**src/rtl/record_line_tokenizer_defines.svh**
```systemverilog
// ---------------------------------------------------------------------------
// Record line tokenizer assertion macros
// Concurrent assertion helpers shared by the tokenizer RTL.
// ---------------------------------------------------------------------------
`ifndef RECORD_LINE_TOKENIZER_DEFINES_SVH
`define RECORD_LINE_TOKENIZER_DEFINES_SVH

`ifndef SYNTH

// Same-cycle implication, disabled while reset is asserted.
`define RLT_ASSERT_NOW(label, clk, rst_n, ante, cons) \
	label: assert property (@(posedge clk) disable iff (!rst_n) (ante) |-> (cons)) \
		else $error("record_line_tokenizer: assertion failed");

// Next-cycle implication, disabled while reset is asserted.
`define RLT_ASSERT_NEXT(label, clk, rst_n, ante, cons) \
	label: assert property (@(posedge clk) disable iff (!rst_n) (ante) |=> (cons)) \
		else $error("record_line_tokenizer: assertion failed");

`else

`define RLT_ASSERT_NOW(label, clk, rst_n, ante, cons)
`define RLT_ASSERT_NEXT(label, clk, rst_n, ante, cons)

`endif

`endif

```
**src/rtl/rlt_pkg.sv**
```systemverilog
// ---------------------------------------------------------------------------
// Record line tokenizer package
// Word types of both channels and the token kind codes.
// ---------------------------------------------------------------------------
package rlt_pkg;

	// Token kind codes as they appear on the output word.
	localparam logic [2:0] KIND_INT = 3'd0;
	localparam logic [2:0] KIND_STR = 3'd1;
	localparam logic [2:0] KIND_BIN = 3'd2;
	localparam logic [2:0] KIND_EOL = 3'd3;
	localparam logic [2:0] KIND_ERR = 3'd4;

	// One byte of the text buffer.
	typedef struct packed {
		logic [7:0] char_code;
		logic       buffer_end;
	} byte_word_t;

	// One token.
	typedef struct packed {
		logic [2:0]  token_kind;
		logic [31:0] token_value;
		logic [15:0] start_offset;
		logic [15:0] end_offset;
		logic        last_of_run;
	} token_word_t;

endpackage

```
**src/rtl/record_line_tokenizer.sv**
```systemverilog
// ---------------------------------------------------------------------------
// Record line tokenizer
// Splits a byte stream into integer, string, hex blob, end of line and error
// tokens, each with start and end offsets into the buffer.
// ---------------------------------------------------------------------------
// One byte is taken per clock cycle unless the input stalls. A byte is held
// in an input register, where the scanner state is updated and the zero, one
// or two tokens it causes are pushed into a four-word result queue; the input
// stalls only when that queue has fewer than two free words. The queue drains
// one token per cycle unless the receiver stalls, so the sustained rate is
// one byte per cycle while the stream averages at most one token per byte.
// Offsets saturate at 2^OFFSET_WIDTH - 1 and are shown in 16 bits; integer
// values wrap to VALUE_WIDTH bits and are shown in 32. After an error, bytes
// are discarded up to the next end of line.
// ---------------------------------------------------------------------------
`include "record_line_tokenizer_defines.svh"

module record_line_tokenizer #(
	parameter int OFFSET_WIDTH = 16,
	parameter int VALUE_WIDTH  = 32
) (
	input  logic                clk,
	input  logic                arst_n,
	input  logic                byte_valid,
	output logic                byte_stall,
	input  rlt_pkg::byte_word_t byte_data,
	output logic                token_valid,
	input  logic                token_stall,
	output rlt_pkg::token_word_t token_data
);

	localparam logic [OFFSET_WIDTH-1:0] OFFSET_MAX = {OFFSET_WIDTH{1'b1}};
	localparam int QDEPTH = 4;

	localparam logic [7:0] CH_TAB   = 8'h09;
	localparam logic [7:0] CH_LF    = 8'h0A;
	localparam logic [7:0] CH_CR    = 8'h0D;
	localparam logic [7:0] CH_SPACE = 8'h20;
	localparam logic [7:0] CH_QUOTE = 8'h22;
	localparam logic [7:0] CH_DOLLAR = 8'h24;
	localparam logic [7:0] CH_ZERO  = 8'h30;
	localparam logic [7:0] CH_X_UP  = 8'h58;
	localparam logic [7:0] CH_X_LO  = 8'h78;

	typedef enum logic [6:0] {
		M_IDLE = 7'b0000001,
		M_STR  = 7'b0000010,
		M_BLOB = 7'b0000100,
		M_ZERO = 7'b0001000,
		M_DEC  = 7'b0010000,
		M_HEX  = 7'b0100000,
		M_SKIP = 7'b1000000
	} mode_t;

	// Kind given when a blob or number closes.
	function automatic logic [2:0] close_kind(input mode_t m, input logic parity);
		logic [2:0] k;
		k = rlt_pkg::KIND_INT;
		if (m == M_BLOB) begin
			k = parity ? rlt_pkg::KIND_ERR : rlt_pkg::KIND_BIN;
		end
		return k;
	endfunction

	function automatic logic [OFFSET_WIDTH-1:0] sat_inc(input logic [OFFSET_WIDTH-1:0] p);
		return (p == OFFSET_MAX) ? p : p + 1'b1;
	endfunction

	// Input register.
	logic [7:0] char_s1;
	logic       end_s1;
	logic       valid_s1;

	// Scanner state.
	mode_t                   mode_q;
	logic [VALUE_WIDTH-1:0]  acc_q;
	logic [OFFSET_WIDTH-1:0] tstart_q;
	logic [OFFSET_WIDTH-1:0] pos_q;

	// Result queue.
	rlt_pkg::token_word_t queue_q [QDEPTH];
	logic [1:0] wr_ptr_q;
	logic [1:0] rd_ptr_q;
	logic [2:0] count_q;

	logic fire;
	logic pop;
	logic [1:0] push_n;

	assign fire       = valid_s1 && (count_q <= 3'(QDEPTH - 2));
	assign byte_stall = valid_s1 && !fire;
	assign token_valid = (count_q != 3'd0);
	assign token_data  = queue_q[rd_ptr_q];
	assign pop         = token_valid && !token_stall;

	// Character classes of the byte in the input register.
	logic       is_term;
	logic       is_dec;
	logic       is_hex;
	logic [3:0] dig_val;

	always_comb begin
		is_term = (char_s1 == CH_SPACE) || (char_s1 == CH_TAB) ||
			(char_s1 == CH_CR) || (char_s1 == CH_LF);
		is_dec  = char_s1 inside {[8'h30:8'h39]};
		is_hex  = is_dec || (char_s1 inside {[8'h41:8'h46], [8'h61:8'h66]});
		dig_val = is_dec ? char_s1[3:0] : 4'(char_s1[3:0] + 4'd9);
	end

	// Scanner step: state update and the tokens that the byte causes.
	mode_t                   mode_m;
	mode_t                   mode_d;
	logic [VALUE_WIDTH-1:0]  acc_m;
	logic [OFFSET_WIDTH-1:0] ts_m;
	logic [OFFSET_WIDTH-1:0] pos_inc;
	logic [OFFSET_WIDTH-1:0] pos_d;
	logic                    a_vld;
	logic [2:0]              a_kind;
	logic [OFFSET_WIDTH-1:0] a_s;
	logic [OFFSET_WIDTH-1:0] a_e;
	logic                    b_vld;
	logic [2:0]              b_kind;
	logic                    eol_vld;
	logic [OFFSET_WIDTH-1:0] eol_off;
	logic                    is_lf;
	rlt_pkg::token_word_t    tok0;
	rlt_pkg::token_word_t    tok1;

	always_comb begin
		pos_inc = sat_inc(pos_q);
		is_lf   = (char_s1 == CH_LF);
		mode_m  = mode_q;
		acc_m   = acc_q;
		ts_m    = tstart_q;
		a_vld   = 1'b0;
		a_kind  = rlt_pkg::KIND_ERR;
		a_s     = tstart_q;
		a_e     = pos_q;

		case (mode_q)
			M_IDLE: begin
				if (!is_term) begin
					ts_m  = pos_q;
					acc_m = '0;
					if (char_s1 == CH_QUOTE) begin
						mode_m = M_STR;
						ts_m   = pos_inc;
					end else if (char_s1 == CH_DOLLAR) begin
						mode_m = M_BLOB;
						ts_m   = pos_inc;
					end else if (char_s1 == CH_ZERO) begin
						mode_m = M_ZERO;
					end else if (is_dec) begin
						mode_m = M_DEC;
						acc_m  = VALUE_WIDTH'(char_s1[3:0]);
					end else begin
						mode_m = M_SKIP;
						a_vld  = 1'b1;
						a_s    = pos_q;
					end
				end
			end
			M_STR: begin
				if (char_s1 == CH_QUOTE) begin
					a_vld  = 1'b1;
					a_kind = rlt_pkg::KIND_STR;
					mode_m = M_IDLE;
				end else if (char_s1 == CH_LF || char_s1 == CH_CR) begin
					a_vld  = 1'b1;
					mode_m = M_SKIP;
				end
			end
			M_BLOB, M_ZERO, M_DEC, M_HEX: begin
				if (mode_q == M_ZERO && (char_s1 == CH_X_UP || char_s1 == CH_X_LO)) begin
					// A hex prefix on the final byte can never take a digit.
					if (end_s1) begin
						a_vld  = 1'b1;
						mode_m = M_SKIP;
					end else begin
						mode_m = M_HEX;
					end
				end else if (is_term) begin
					a_vld  = 1'b1;
					a_kind = close_kind(mode_q, acc_q[0]);
					mode_m = (a_kind == rlt_pkg::KIND_ERR) ? M_SKIP : M_IDLE;
				end else if (mode_q == M_BLOB && is_hex) begin
					acc_m = {acc_q[VALUE_WIDTH-1:1], ~acc_q[0]};
				end else if (mode_q == M_ZERO && is_dec) begin
					mode_m = M_DEC;
					acc_m  = VALUE_WIDTH'(char_s1[3:0]);
				end else if (mode_q == M_DEC && is_dec) begin
					acc_m = (acc_q << 3) + (acc_q << 1) + VALUE_WIDTH'(char_s1[3:0]);
				end else if (mode_q == M_HEX && is_hex) begin
					acc_m = (acc_q << 4) | VALUE_WIDTH'(dig_val);
				end else begin
					a_vld  = 1'b1;
					mode_m = M_SKIP;
				end
			end
			M_SKIP: begin
				mode_m = M_SKIP;
			end
			default: begin
				mode_m = M_SKIP;
			end
		endcase

		// Newline or buffer end: close what is open, then end of line.
		b_vld   = 1'b0;
		b_kind  = rlt_pkg::KIND_ERR;
		eol_vld = is_lf || end_s1;
		eol_off = is_lf ? pos_q : pos_inc;
		if (!is_lf && end_s1) begin
			if (mode_m == M_STR) begin
				b_vld = 1'b1;
			end else if (mode_m == M_BLOB || mode_m == M_ZERO ||
				mode_m == M_DEC || mode_m == M_HEX) begin
				b_vld  = 1'b1;
				b_kind = close_kind(mode_m, acc_m[0]);
			end
		end
		mode_d = eol_vld ? M_IDLE : mode_m;
		pos_d  = end_s1 ? '0 : pos_inc;

		// First queue word: the token from the scan, else the closing token.
		tok0.token_kind   = a_vld ? a_kind : b_kind;
		tok0.token_value  = '0;
		if ((a_vld ? a_kind : b_kind) == rlt_pkg::KIND_INT) begin
			tok0.token_value = 32'(acc_m);
		end
		tok0.start_offset = 16'(a_vld ? a_s : ts_m);
		tok0.end_offset   = 16'(a_vld ? a_e : eol_off);
		tok0.last_of_run  = !eol_vld;

		tok1.token_kind   = rlt_pkg::KIND_EOL;
		tok1.token_value  = '0;
		tok1.start_offset = 16'(eol_off);
		tok1.end_offset   = 16'(eol_off);
		tok1.last_of_run  = 1'b1;

		push_n = 2'(a_vld || b_vld) + 2'(eol_vld);
	end

	// Input register and scanner state.
	always_ff @(posedge clk or negedge arst_n) begin
		if (!arst_n) begin
			valid_s1 <= 1'b0;
			mode_q   <= M_IDLE;
			acc_q    <= '0;
			tstart_q <= '0;
			pos_q    <= '0;
		end else begin
			if (byte_valid && !byte_stall) begin
				valid_s1 <= 1'b1;
			end else if (fire) begin
				valid_s1 <= 1'b0;
			end
			if (fire) begin
				mode_q   <= mode_d;
				acc_q    <= acc_m;
				tstart_q <= ts_m;
				pos_q    <= pos_d;
			end
		end
	end

	always_ff @(posedge clk) begin
		if (byte_valid && !byte_stall) begin
			char_s1 <= byte_data.char_code;
			end_s1  <= byte_data.buffer_end;
		end
	end

	// Result queue pointers and fill count.
	always_ff @(posedge clk or negedge arst_n) begin
		if (!arst_n) begin
			wr_ptr_q <= '0;
			rd_ptr_q <= '0;
			count_q  <= '0;
		end else begin
			if (fire) begin
				wr_ptr_q <= wr_ptr_q + push_n;
			end
			if (pop) begin
				rd_ptr_q <= rd_ptr_q + 2'd1;
			end
			count_q <= count_q + (fire ? 3'(push_n) : 3'd0) - (pop ? 3'd1 : 3'd0);
		end
	end

	// Result queue storage: the first word goes to the write pointer.
	always_ff @(posedge clk) begin
		if (fire) begin
			if (a_vld || b_vld) begin
				queue_q[wr_ptr_q]        <= tok0;
				queue_q[wr_ptr_q + 2'd1] <= tok1;
			end else begin
				queue_q[wr_ptr_q]        <= tok1;
			end
		end
	end

	// The queue never holds more words than it has.
	`RLT_ASSERT_NOW(a_queue_bound, clk, arst_n, 1'b1, count_q <= 3'(QDEPTH))
	// Every buffer end yields at least its end of line token.
	`RLT_ASSERT_NOW(a_end_gives_eol, clk, arst_n, fire && end_s1, push_n != 2'd0)
	// A newline always leaves the scanner between tokens.
	`RLT_ASSERT_NEXT(a_lf_idle, clk, arst_n, fire && char_s1 == CH_LF, mode_q == M_IDLE)
	// The offset counter restarts after the final byte of a buffer.
	`RLT_ASSERT_NEXT(a_end_pos, clk, arst_n, fire && end_s1, pos_q == '0)

endmodule

```
**config.mk**
```make
export PLATFORM = sky130hd
export DESIGN_NAME = record_line_tokenizer
export DESIGN_NICKNAME = d
export VERILOG_FILES = /design/src/rtl/rlt_pkg.sv /design/src/rtl/record_line_tokenizer.sv
export VERILOG_INCLUDE_DIRS = /design/src /design/src/rtl
export SDC_FILE = /design/constraint.sdc
export NUM_CORES = 1
export LEC_CHECK = 0
export BUFFER_PORTS_ARGS = -buffer_cell sky130_fd_sc_hd__buf_2
export CORE_ASPECT_RATIO = 0.75
export CORE_MARGIN = 1.5
export CORE_UTILIZATION = 35
export DETAILED_ROUTE_END_ITERATION = 10
export PLACE_DENSITY = 0.62
export SLEW_MARGIN = 20
export SYNTH_ARGS = -nofsm -noshare
export SYNTH_HDL_FRONTEND = slang
export SYNTH_SLANG_ARGS = --single-unit
```
**constraint.sdc**
```tcl
create_clock -name clk -period 5.1 [get_ports clk]
set_clock_uncertainty 0.15 [all_clocks]
set_input_delay 1.02 -clock clk [delete_from_list [all_inputs] [get_ports clk]]
set_output_delay 1.02 -clock clk [all_outputs]
set_load 0.01 [all_outputs]
```
==> flow_metrics.tcl, run 1 <==
set metrics [dict create \
    fmax_ghz 0.211 \
    antenna_found_initial 1 \
    cts_tree "done" \
    top_level_ports 83 \
    synth_cells 2012 \
    drtIter0Drc 1872 \
    min_period_ns 4.75 \
    routabilityCongestion 0.918 \
    cpPeakStageDelay_ns 0.73 \
    slowest_stage "or4_1" \
    synthDistinctLibCells 82 \
    comb_power_share_pct 35.3 \
    sw_frac_of_total_pct 39.2 \
    routedWlPerCell_um 22.4 \
    fillers 5334 \
    root_buffer "clkbuf_16" \
    htreeDepth 2 \
    outcome "finished, final reports clean" \
    fin_nets 2125 \
    die_x_um 276 \
    die_y_um 208 \
    crit_required_ns 5.41 \
    die_area_um2 57200 \
    port-buffer-count 82 \
    leakagePower_uw 0.00827 \
    power_uw 10700 \
    slew_violations 0 \
    hold_viol_final 0 \
    endpoint_kind "flop" \
    maxSlewHeadroom_pct 25.7 \
    num_vias 16700 \
    cap_violations 0 \
    p_clk_share_pct 27.3 \
    synthesis.area_um2 19500 \
    drt-total-wl_um 62700 \
    crit_chain "nor4_2 > nand2_1 > or4_1 > o2111a_1 > a211oi_4 > and2_1 > inv_2 > ha_1 > nand2_1 > ha_1 > inv_1 > ha_1 > inv_1 > fa_1 > xor2_1 > xnor2_1" \
    grt_first_pass_wirelength_um 96400 \
    hp-class "reg2reg" \
    insertion_delay_ns 0.58 \
    area_delta_synth_final_pct 12.9 \
    grt_max_degree 58 \
    synth_edf_count 137 \
    hold_buffers 0 \
    syn_area_per_cell_um2 9.70 \
    viasPerCell 5.96 \
    initial_core_util_pct 35.6 \
    fin_util_pct 40.2 \
    ys_seq_elements 360 \
    p_per_area_nw_per_um2 485 \
    arrival_ns 5.06 \
    crit_path_frequent_cell "ha_1" \
    synth_nets 2098 \
    grt_pass1_vias 15800 \
    overflow 0 \
    start_kind "flop" \
    core-area_um2 54800 \
    power.internal_uw 6500 \
    synth_flop_cell "dfxtp_1" \
    fin_crit_sh_pct 93.1 \
    first_pass_iters 6 \
    worst_pin_slew_ns 1.11 \
    grt_use_total_pct 21.7 \
    drive_gt1_share_pct 14.6 \
    ant_nets 0 \
    crit_fanout 8 \
    clock-sinks 360 \
    seq_area_frac_synth_pct 46.0 \
    num_rows 74 \
    clock_path_buffers 3 \
    p_sw_uw 4190 \
    drc_errors 0 \
    cts_buffers 39 \
    path_clk_slew_ns 0.06 \
    rsz0062_at_grt "no" \
    yosys_warnings 0 \
    ir_worst_vdd_mv 0.352 \
    crit_type "reg2reg" \
    async_flop_share_pct 21.9 \
    pwr-share-seq_pct 37.4 \
    setup_viol 0 \
    final.setup.tns_ns 0 \
    dp_hpwl_um 41700 \
]
[layer usage]
layer,up-vias,routed length (um),global-route usage (%)
li1,7587,-,-
met1,8247,30000,34.0
met2,767,26100,30.3
met3,65,5530,3.85
met4,0,1050,5.34
met5,-,0,0
[layout make-up]
class / count / area (um^2) / share of cell area (%)
clock inverter: 26 / 239 / 1.08
tap: 722 / 903 / 4.10
clock buffer: 46 / 1080 / 4.88
antenna: 3 / 7.51 / 0.0341
sequential: 360 / 8980 / 40.8
multi-input combinational: 1475 / 9850 / 44.7
inverter: 27 / 105 / 0.477
timing repair buffer: 136 / 866 / 3.93
[worst max-delay path: cells and delay by family (launching register included)]
kind	cells	cell delay (ns)
adder cells (fa/ha/maj)	4	1.16
buffers and inverters	3	0.28
flip-flops	1	0.46
AND/OR/NAND/NOR	5	1.70
XOR/XNOR	2	0.29
AO/OA/AOI/OAI	2	0.60
[synthesized netlist by cell type, types with 8 or more instances]
library cell,number,area share (%)
a21o_1,16,0.62
ha_1,70,4.5
edfxtp_1,137,21
and3_1,18,0.58
a22oi_1,8,0.31
o21ai_0,234,6.0
nor3_1,36,0.92
buf_2,23,0.59
xor2_1,13,0.58
o31ai_1,17,0.65
a211oi_1,8,0.31
nor2b_1,12,0.38
a21oi_1,113,2.9
nor2_1,118,2.3
and2_1,11,0.35
inv_1,23,0.44
a311oi_1,22,0.99
dfrtp_1,78,10
mux2i_1,10,0.51
nand2_1,304,5.8
o211ai_1,23,0.88
nand3_1,36,0.92
o21ai_1,40,1.0
buf_1,22,0.42
nand2b_1,24,0.77
or4_1,9,0.35
xnor2_1,32,1.4
o22ai_1,80,2.6
or3_1,15,0.48
dfxtp_1,144,15
clkbuf_1,101,1.9
mux2_1,8,0.46
mux4_2,68,7.8
[flip-flops by register name, indices dropped and copies added, names as in the netlist]
name,flops
end_s1,1
count_q,3
tstart_q,16
wr_ptr_q,2
mode_q,7
rd_ptr_q,2
valid_s1,1
a_e,16
queue_q,272
char_s1,8
acc_q,32
[power by group through the flow]
stage | registers [uW] | clock network [uW] | logic (uW)
finish | 4000 | 2910 | 3770
global route | 4080 | 3060 | 4030
CTS | 4010 | 2960 | 3740
detailed placement | 4070 | 0 | 3720
global placement | 4040 | 0 | 3690
floorplan | 3720 | 0 | 2590
[worst paths after layout]
path | from | cells after the start | slack (ns) | end
hold reg to reg | queue_q[2][48]$_SDFFE_PP0P_ | 2 | 0.30 | queue_q[2][48]$_SDFFE_PP0P_
setup / recovery | mode_q[2]$_DFFE_PN0P_ | 16 | 0.35 | count_q[2]$_DFF_PN0_
setup reg to reg | mode_q[2]$_DFFE_PN0P_ | 16 | 0.35 | count_q[2]$_DFF_PN0_
max in group asynchronous | arst_n | 2 | 3.47 | a_e[0]$_DFFE_PN0P_
min in group asynchronous | arst_n | 1 | 0.35 | acc_q[20]$_DFFE_PN0P_
hold / removal | queue_q[2][48]$_SDFFE_PP0P_ | 2 | 0.30 | queue_q[2][48]$_SDFFE_PP0P_
[cells by family after synthesis]
logic type	count (synthesis)	synth area share, %
flip-flops	360	46.0
adder cells (fa/ha/maj)	73	4.79
AO/OA/AOI/OAI	650	20.4
AND/OR/NAND/NOR	617	14.2
multiplexers	90	9.05
XOR/XNOR	45	2.02
buffers and inverters	177	3.63
[timing repair]
item	CTS	global route
gates resized for setup	0	2
endpoints found under the setup margin	0	1
buffers inserted	0	3
[cells in the final DEF (no fill, tap or decap), drive strengths merged, types with 22 or more instances in the layout]
cell | synthesis | layout
nand3 | 36 | 36
buf | 49 | 135
dfrtp | 78 | 78
o211ai | 23 | 23
a21oi | 116 | 116
o21ai | 274 | 274
clkbuf | 101 | 47
inv | 27 | 27
mux4 | 68 | 68
nand2b | 24 | 24
edfxtp | 137 | 137
dfxtp | 144 | 144
nor2 | 121 | 121
nand2 | 304 | 304
o22ai | 80 | 80
xnor2 | 32 | 32
ha | 70 | 70
nor3 | 36 | 36
a311oi | 22 | 22
[metrics by stage]
step / setup WS, ns / area (um^2) / hold WS [ns] / instances
floorplan: 0.768 / 19500 / 0.270 / 2012
global placement: 0.492 / 20700 / 0.278 / 2717
detailed placement: 0.370 / 20700 / 0.287 / 2717
CTS: 0.352 / 22000 / 0.300 / 2789
global route: 0.00927 / 22000 / 0.313 / 2792
finish: 0.350 / 22000 / 0.296 / 2795
Note: power is estimated with default switching activity, not from simulation.
==> inputs of run 2 (changes only) <==
- GPL_TIMING_DRIVEN: not set -> 0
==> flow_metrics.tcl, run 2 (same netlist as run 1, synthesis figures left out) <==
set metrics [dict create \
    clock_path_buffers 3 \
    reg_top3 "queue_q: 272 flops, acc_q: 32 flops" \
    dp_hpwl_um 48100 \
    drtIter0Drc 1909 \
    whs_ns 0.234 \
    fmax_ghz 0.204 \
    path_clk_slew_ns 0.07 \
    cap_violations 0 \
    core-area_um2 54800 \
    drive_gt1_share_pct 13.6 \
    pwr-share-seq_pct 33.3 \
    crit_path_frequent_cell "ha_1" \
    crit_required_ns 5.46 \
    crit_chain "nor4_4 > nand2_1 > or4_1 > o2111a_1 > a211oi_4 > and2_1 > buf_4 > inv_2 > ha_1 > nand2_1 > ha_1 > inv_1 > ha_1 > inv_1 > fa_1 > xor2_1 > xnor2_1" \
    worst_pin_slew_ns 1.16 \
    num_vias 17300 \
    placed_area_um2 20900 \
    p_per_area_nw_per_um2 499 \
    p_clk_share_pct 28.7 \
    final_common_cell "nand2_1" \
    root_buffer "clkbuf_16" \
    outcome "finished, final reports clean" \
    rsz0062_at_grt "no" \
    comb_power_share_pct 38.0 \
    fillers 5348 \
    grt_use_total_pct 23.2 \
    leakagePower_uw 0.00837 \
    p_sw_uw 4420 \
    crit_type "reg2reg" \
    clock-sinks 360 \
    num_rows 74 \
    routedWlPerCell_um 23.0 \
    arrival_ns 5.26 \
    initial_core_util_pct 35.6 \
    ant_nets 0 \
    routabilityCongestion 0.959 \
    cts_tree "done" \
    hold_viol_final 0 \
    setup_viol 0 \
    min_period_ns 4.90 \
    registers.top_by_ff_count "queue_q" \
    final.setup.tns_ns 0 \
    slew_violations 0 \
    fin_crit_sh_pct 96.1 \
    drt-total-wl_um 66700 \
    maxSlewHeadroom_pct 22.8 \
    critPathBufInv 4 \
    cts_buffers 40 \
    hp-class "in2async" \
    start_kind "flop" \
    htreeDepth 2 \
    drc_errors 0 \
    cpPeakStageDelay_ns 0.75 \
    fin_util_pct 41.0 \
    grt_pass1_vias 16400 \
    endpoint_kind "flop" \
    first_pass_iters 6 \
    crit_fanout 8 \
    overflow 0 \
    sw_frac_of_total_pct 39.5 \
    die_y_um 208 \
    fin_nets 2230 \
    port-buffer-count 82 \
    die_area_um2 57200 \
    grt_first_pass_wirelength_um 102000 \
    fin_area_um2 22400 \
    antenna-diode-count 0 \
    viasPerCell 5.97 \
    die_x_um 276 \
    grt_max_degree 50 \
    power.internal_uw 6780 \
    top_level_ports 83 \
    insertion_delay_ns 0.58 \
    ir_worst_vdd_mv 0.387 \
    layout_common_cells "304 x nand2_1, 233 x o21ai_0, 144 x dfxtp_1, 137 x edfxtp_1, 117 x nor2_1" \
    antenna_found_initial 0 \
    area_delta_synth_final_pct 15.0 \
    largest_register_ffs 272 \
    slowest_stage "or4_1" \
    critPathTopFamily "simple AND/OR/NAND/NOR gates" \
]
==> run 2: cell types whose count changed in the layout (fill, tap and decap cells not counted), moves of 4 or more <==
cell | previous run | this run
buf_1 | 0 | 21
bufinv_16 | 3 | 7
clkbuf_1 | 3 | 105
clkinvlp_4 | 6 | 2
buf_4 | 50 | 12
buf_2 | 81 | 104
clkbuf_8 | 1 | 5
==> run 2: what timing repair did <==
action | 4_1_cts | 5_1_grt
pin swaps | 1 | 3
buffers inserted | 0 | 7
resized for setup | 3 | 8
hold buffers | 0 | 0
setup endpoints to repair | 102 | 107
==> run 2: final timing paths <==
path                            cells after the start  slack, ns                           to                        start
worst max-delay path                               17       0.20         count_q[2]$_DFF_PN0_        mode_q[2]$_DFFE_PN0P_
max in group asynchronous                           2       3.87        mode_q[0]$_DFFE_PN1P_                       arst_n
min in group clk                                    2       0.30  queue_q[2][53]$_SDFFE_PP0P_  queue_q[2][53]$_SDFFE_PP0P_
worst max register to register                     17       0.20         count_q[2]$_DFF_PN0_        mode_q[2]$_DFFE_PN0P_
worst min-delay path                                1       0.23        acc_q[19]$_DFFE_PN0P_                       arst_n
worst min register to register                      2       0.30  queue_q[2][53]$_SDFFE_PP0P_  queue_q[2][53]$_SDFFE_PP0P_
==> run 2: power groups by stage <==
| stage | logic [uW] | registers [uW] | clock network, uW |
|---|---|---|---|
| 5_1_grt | 4530 | 3780 | 3350 |
| 6_report | 4260 | 3730 | 3210 |
| 4_1_cts | 4160 | 3730 | 3230 |
| 3_3_place_gp | 4070 | 3770 | 0 |
| 3_5_place_dp | 4130 | 3790 | 0 |
| 2_1_floorplan | 2590 | 3720 | 0 |
==> run 2: layout make-up <==
| cell class | count | area [um^2] | share of cell area, % |
|---|---|---|---|
| Timing Repair Buffer | 91 | 513 | 2.29 |
| Clock buffer | 51 | 1110 | 4.96 |
| Inverter | 27 | 104 | 0.463 |
| Sequential cell | 360 | 8970 | 40.0 |
| Buffer | 149 | 604 | 2.69 |
| Multi-Input combinational cell | 1475 | 9900 | 44.1 |
| Clock inverter | 23 | 338 | 1.50 |
| Tap cell | 722 | 903 | 4.02 |
==> run 2: stage by stage <==
| stage | total power [uW] | setup slack [ns] | instances |
|---|---|---|---|
| final | 11200 | 0.199 | 2898 |
| after global routing | 11700 | 0.0254 | 2898 |
| after CTS | 11100 | 0.0464 | 2892 |
| after detailed placement | 7920 | -0.372 | 2818 |
| after global placement | 7840 | -0.743 | 2816 |
| after floorplan | 6310 | 0.768 | 2012 |
==> run 2: layer usage <==
layer  GRT usage (%)  wire, um  vias to the layer above
met3            5.78      7000                      105
met2            31.1     26600                      890
met5               0         0                        -
met1            36.2     31300                     8525
li1                -         -                     7794
met4            6.77      1790                        0
==> run 2: worst reg2reg max path, cell delays in order, from the launching register on <==
cell      delay [ns]
dfrtp_1         0.49
nor4_4          0.36
nand2_1         0.14
or4_1           0.75
o2111a_1        0.39
a211oi_4        0.34
and2_1          0.18
buf_4           0.15
inv_2           0.10
ha_1            0.31
nand2_1         0.12
ha_1            0.33
inv_1           0.05
ha_1            0.13
inv_1           0.06
fa_1            0.43
xor2_1          0.20
xnor2_1         0.14
==> inputs of run 3 (changes only) <==
--- a/config.mk
+++ b/config.mk
@@ -12,5 +12,6 @@
 export CORE_UTILIZATION = 35
+export CTS_BUF_LIST = sky130_fd_sc_hd__clkbuf_8
 export DETAILED_ROUTE_END_ITERATION = 10
 export GPL_TIMING_DRIVEN = 0
-export PLACE_DENSITY = 0.62
+export PLACE_DENSITY = 0.55
 export SLEW_MARGIN = 20
==> constraint.sdc (replaced) <==
create_clock -name clk -period 5.1 [get_ports clk]
set_clock_uncertainty 0.15 [all_clocks]
set_input_delay 0.255 -clock clk [delete_from_list [all_inputs] [get_ports clk]]
set_output_delay 0.255 -clock clk [all_outputs]
set_load 0.01 [all_outputs]
==> flow_metrics.tcl, run 3 (same netlist as run 1, synthesis figures left out) <==
set metrics [dict create \
    critPathBufInv 5 \
    layout_common_cells "304 x nand2_1, 233 x o21ai_0, 144 x dfxtp_1, 137 x edfxtp_1, 118 x nor2_1" \
    hp-class "in2reg" \
    overflow 0 \
    fin_area_um2 22300 \
    fin_util_pct 40.7 \
    first_pass_iters 5 \
    arrival_ns 5.30 \
    clock_path_buffers 3 \
    largest_register_ffs 272 \
    num_vias 17200 \
    ant_nets 0 \
    critPathTopFamily "simple AND/OR/NAND/NOR gates" \
    top_level_ports 83 \
    clock-sinks 360 \
    leakagePower_uw 0.00840 \
    seqCellArea_um2 8970 \
    num_rows 74 \
    ir_worst_vdd_mv 0.411 \
    grt_use_total_pct 23.8 \
    cts_tree "done" \
    min_period_ns 4.86 \
    drc_errors 0 \
    drtIter0Drc 1851 \
    fin_crit_sh_pct 95.3 \
    port-buffer-count 82 \
    p_per_area_nw_per_um2 478 \
    core-area_um2 54800 \
    viasPerCell 5.84 \
    routedWlPerCell_um 23.2 \
    whs_ns 0.151 \
    grt_max_degree 45 \
    endpoint_kind "flop" \
    area_delta_synth_final_pct 14.4 \
    placed_area_um2 20900 \
    die_area_um2 57200 \
    crit_path_frequent_cell "ha_1" \
    fin_nets 2261 \
    outcome "finished, final reports clean" \
    hold_viol_final 0 \
    slew_violations 0 \
    multiInputGateArea_um2 9860 \
    crit_type "reg2reg" \
    root_buffer "clkbuf_8" \
    path_clk_slew_ns 0.06 \
    cts_buffers 59 \
    routabilityCongestion 0.926 \
    dp_hpwl_um 49200 \
    die_y_um 208 \
    cpPeakStageDelay_ns 0.52 \
    initial_core_util_pct 35.6 \
    drive_gt1_share_pct 13.7 \
    die_x_um 276 \
    drt-total-wl_um 68400 \
    final_common_cell "nand2_1" \
    grt_pass1_vias 16500 \
    worst_pin_slew_ns 1.18 \
    slowest_stage "nor4_2" \
    reg2reg_slack_ns 0.24 \
    fmax_ghz 0.206 \
    maxSlewHeadroom_pct 21.2 \
    crit_required_ns 5.54 \
    insertion_delay_ns 0.71 \
    crit_chain "clkbuf_1 > or3_1 > nor4_2 > nand3_2 > o311ai_1 > o31ai_1 > and2_1 > buf_4 > inv_2 > ha_1 > nand2_1 > ha_1 > inv_1 > ha_1 > inv_1 > fa_1 > xor2_1 > xnor2_1" \
    registers.top_by_ff_count "queue_q" \
    fillers 5486 \
    reg_top3 "queue_q: 272 flops, acc_q: 32 flops" \
    rsz0062_at_grt "no" \
    power_uw 10700 \
    cap_violations 0 \
    setup_viol 0 \
    antenna_found_initial 1 \
    htreeDepth 2 \
    crit_fanout 10 \
    grt_first_pass_wirelength_um 103000 \
    start_kind "flop" \
]
==> run 3: changes by cell type in the layout (fill, tap and decap cells not counted), moves of 3 or more <==
cell	change
clkbuf_16	-41
dlygate4sd3_1	+13
bufinv_16	-5
inv_1	+18
clkbuf_8	+66
buf_4	-4
clkbuf_1	-4
clkinv_1	+5
clkinv_4	-3
==> run 3: layout make-up <==
| type | count | area share, % |
|---|---|---|
| Antenna cell | 1 | 0.0112 |
| Buffer | 150 | 2.72 |
| Clock buffer | 71 | 4.38 |
| Clock inverter | 38 | 1.10 |
| Inverter | 27 | 0.476 |
| Multi-Input combinational cell | 1475 | 44.2 |
| Sequential cell | 360 | 40.2 |
| Tap cell | 722 | 4.05 |
| Timing Repair Buffer | 102 | 2.89 |
==> run 3: what timing repair did <==
| item | in CTS | in global routing |
|---|---|---|
| endpoints found under the setup margin | 40 | 109 |
| pin swaps | 0 | 2 |
| resized for setup | 1 | 5 |
| endpoints found under the hold margin | 91 | 0 |
| buffers inserted | 0 | 4 |
| hold buffers | 14 | 0 |
| cloned | 0 | 0 |
==> run 3: worst register-to-register path: stages (launching register included) <==
cell and delay [ns]:
dfrtp_1 0.35, clkbuf_1 0.19, or3_1 0.47, nor4_2 0.53, nand3_2 0.33, o311ai_1 0.45, o31ai_1 0.15, and2_1 0.18
buf_4 0.16, inv_2 0.16, ha_1 0.28, nand2_1 0.14, ha_1 0.26, inv_1 0.05, ha_1 0.13, inv_1 0.05
fa_1 0.42, xor2_1 0.16, xnor2_1 0.13
==> run 3: metrics by stage <==
step                instances  setup TNS, ns  worst slack (ns)
finish                   2946              0             0.239
detailed placement       2818          -4.09            -0.245
global placement         2816         -33.65            -0.799
floorplan                2012              0             0.768
CTS                      2941              0            0.0140
global route             2946              0            0.0232
==> run 3: path summary, 6_finish.rpt <==
path                       cells after the start                           to                        start
setup / recovery                              18         count_q[2]$_DFF_PN0_        mode_q[4]$_DFFE_PN0P_
hold / removal                                 3         valid_s1$_DFFE_PN0P_                   byte_valid
setup reg to reg                              18         count_q[2]$_DFF_PN0_        mode_q[4]$_DFFE_PN0P_
hold reg to reg                                2  queue_q[2][55]$_SDFFE_PP0P_  queue_q[2][55]$_SDFFE_PP0P_
max in group asynchronous                      4           a_e[2]$_DFFE_PN0P_                       arst_n
min in group asynchronous                      4        acc_q[21]$_DFFE_PN0P_                       arst_n
==> run 3: where the power goes <==
part,internal (uW),switching (uW)
sequential,3560,171
clock,1370,1270
combinational,1300,3010
total,6230,4450
==> run 3: per-layer routing <==
metal  track usage, %  vias up  part of all wire [%]
met3             6.86       98                    11
met1             37.0     8459                    48
li1                 -     7866                     -
met5                0        -                     0
met4             6.00        0                   2.0
met2             31.6      792                    40
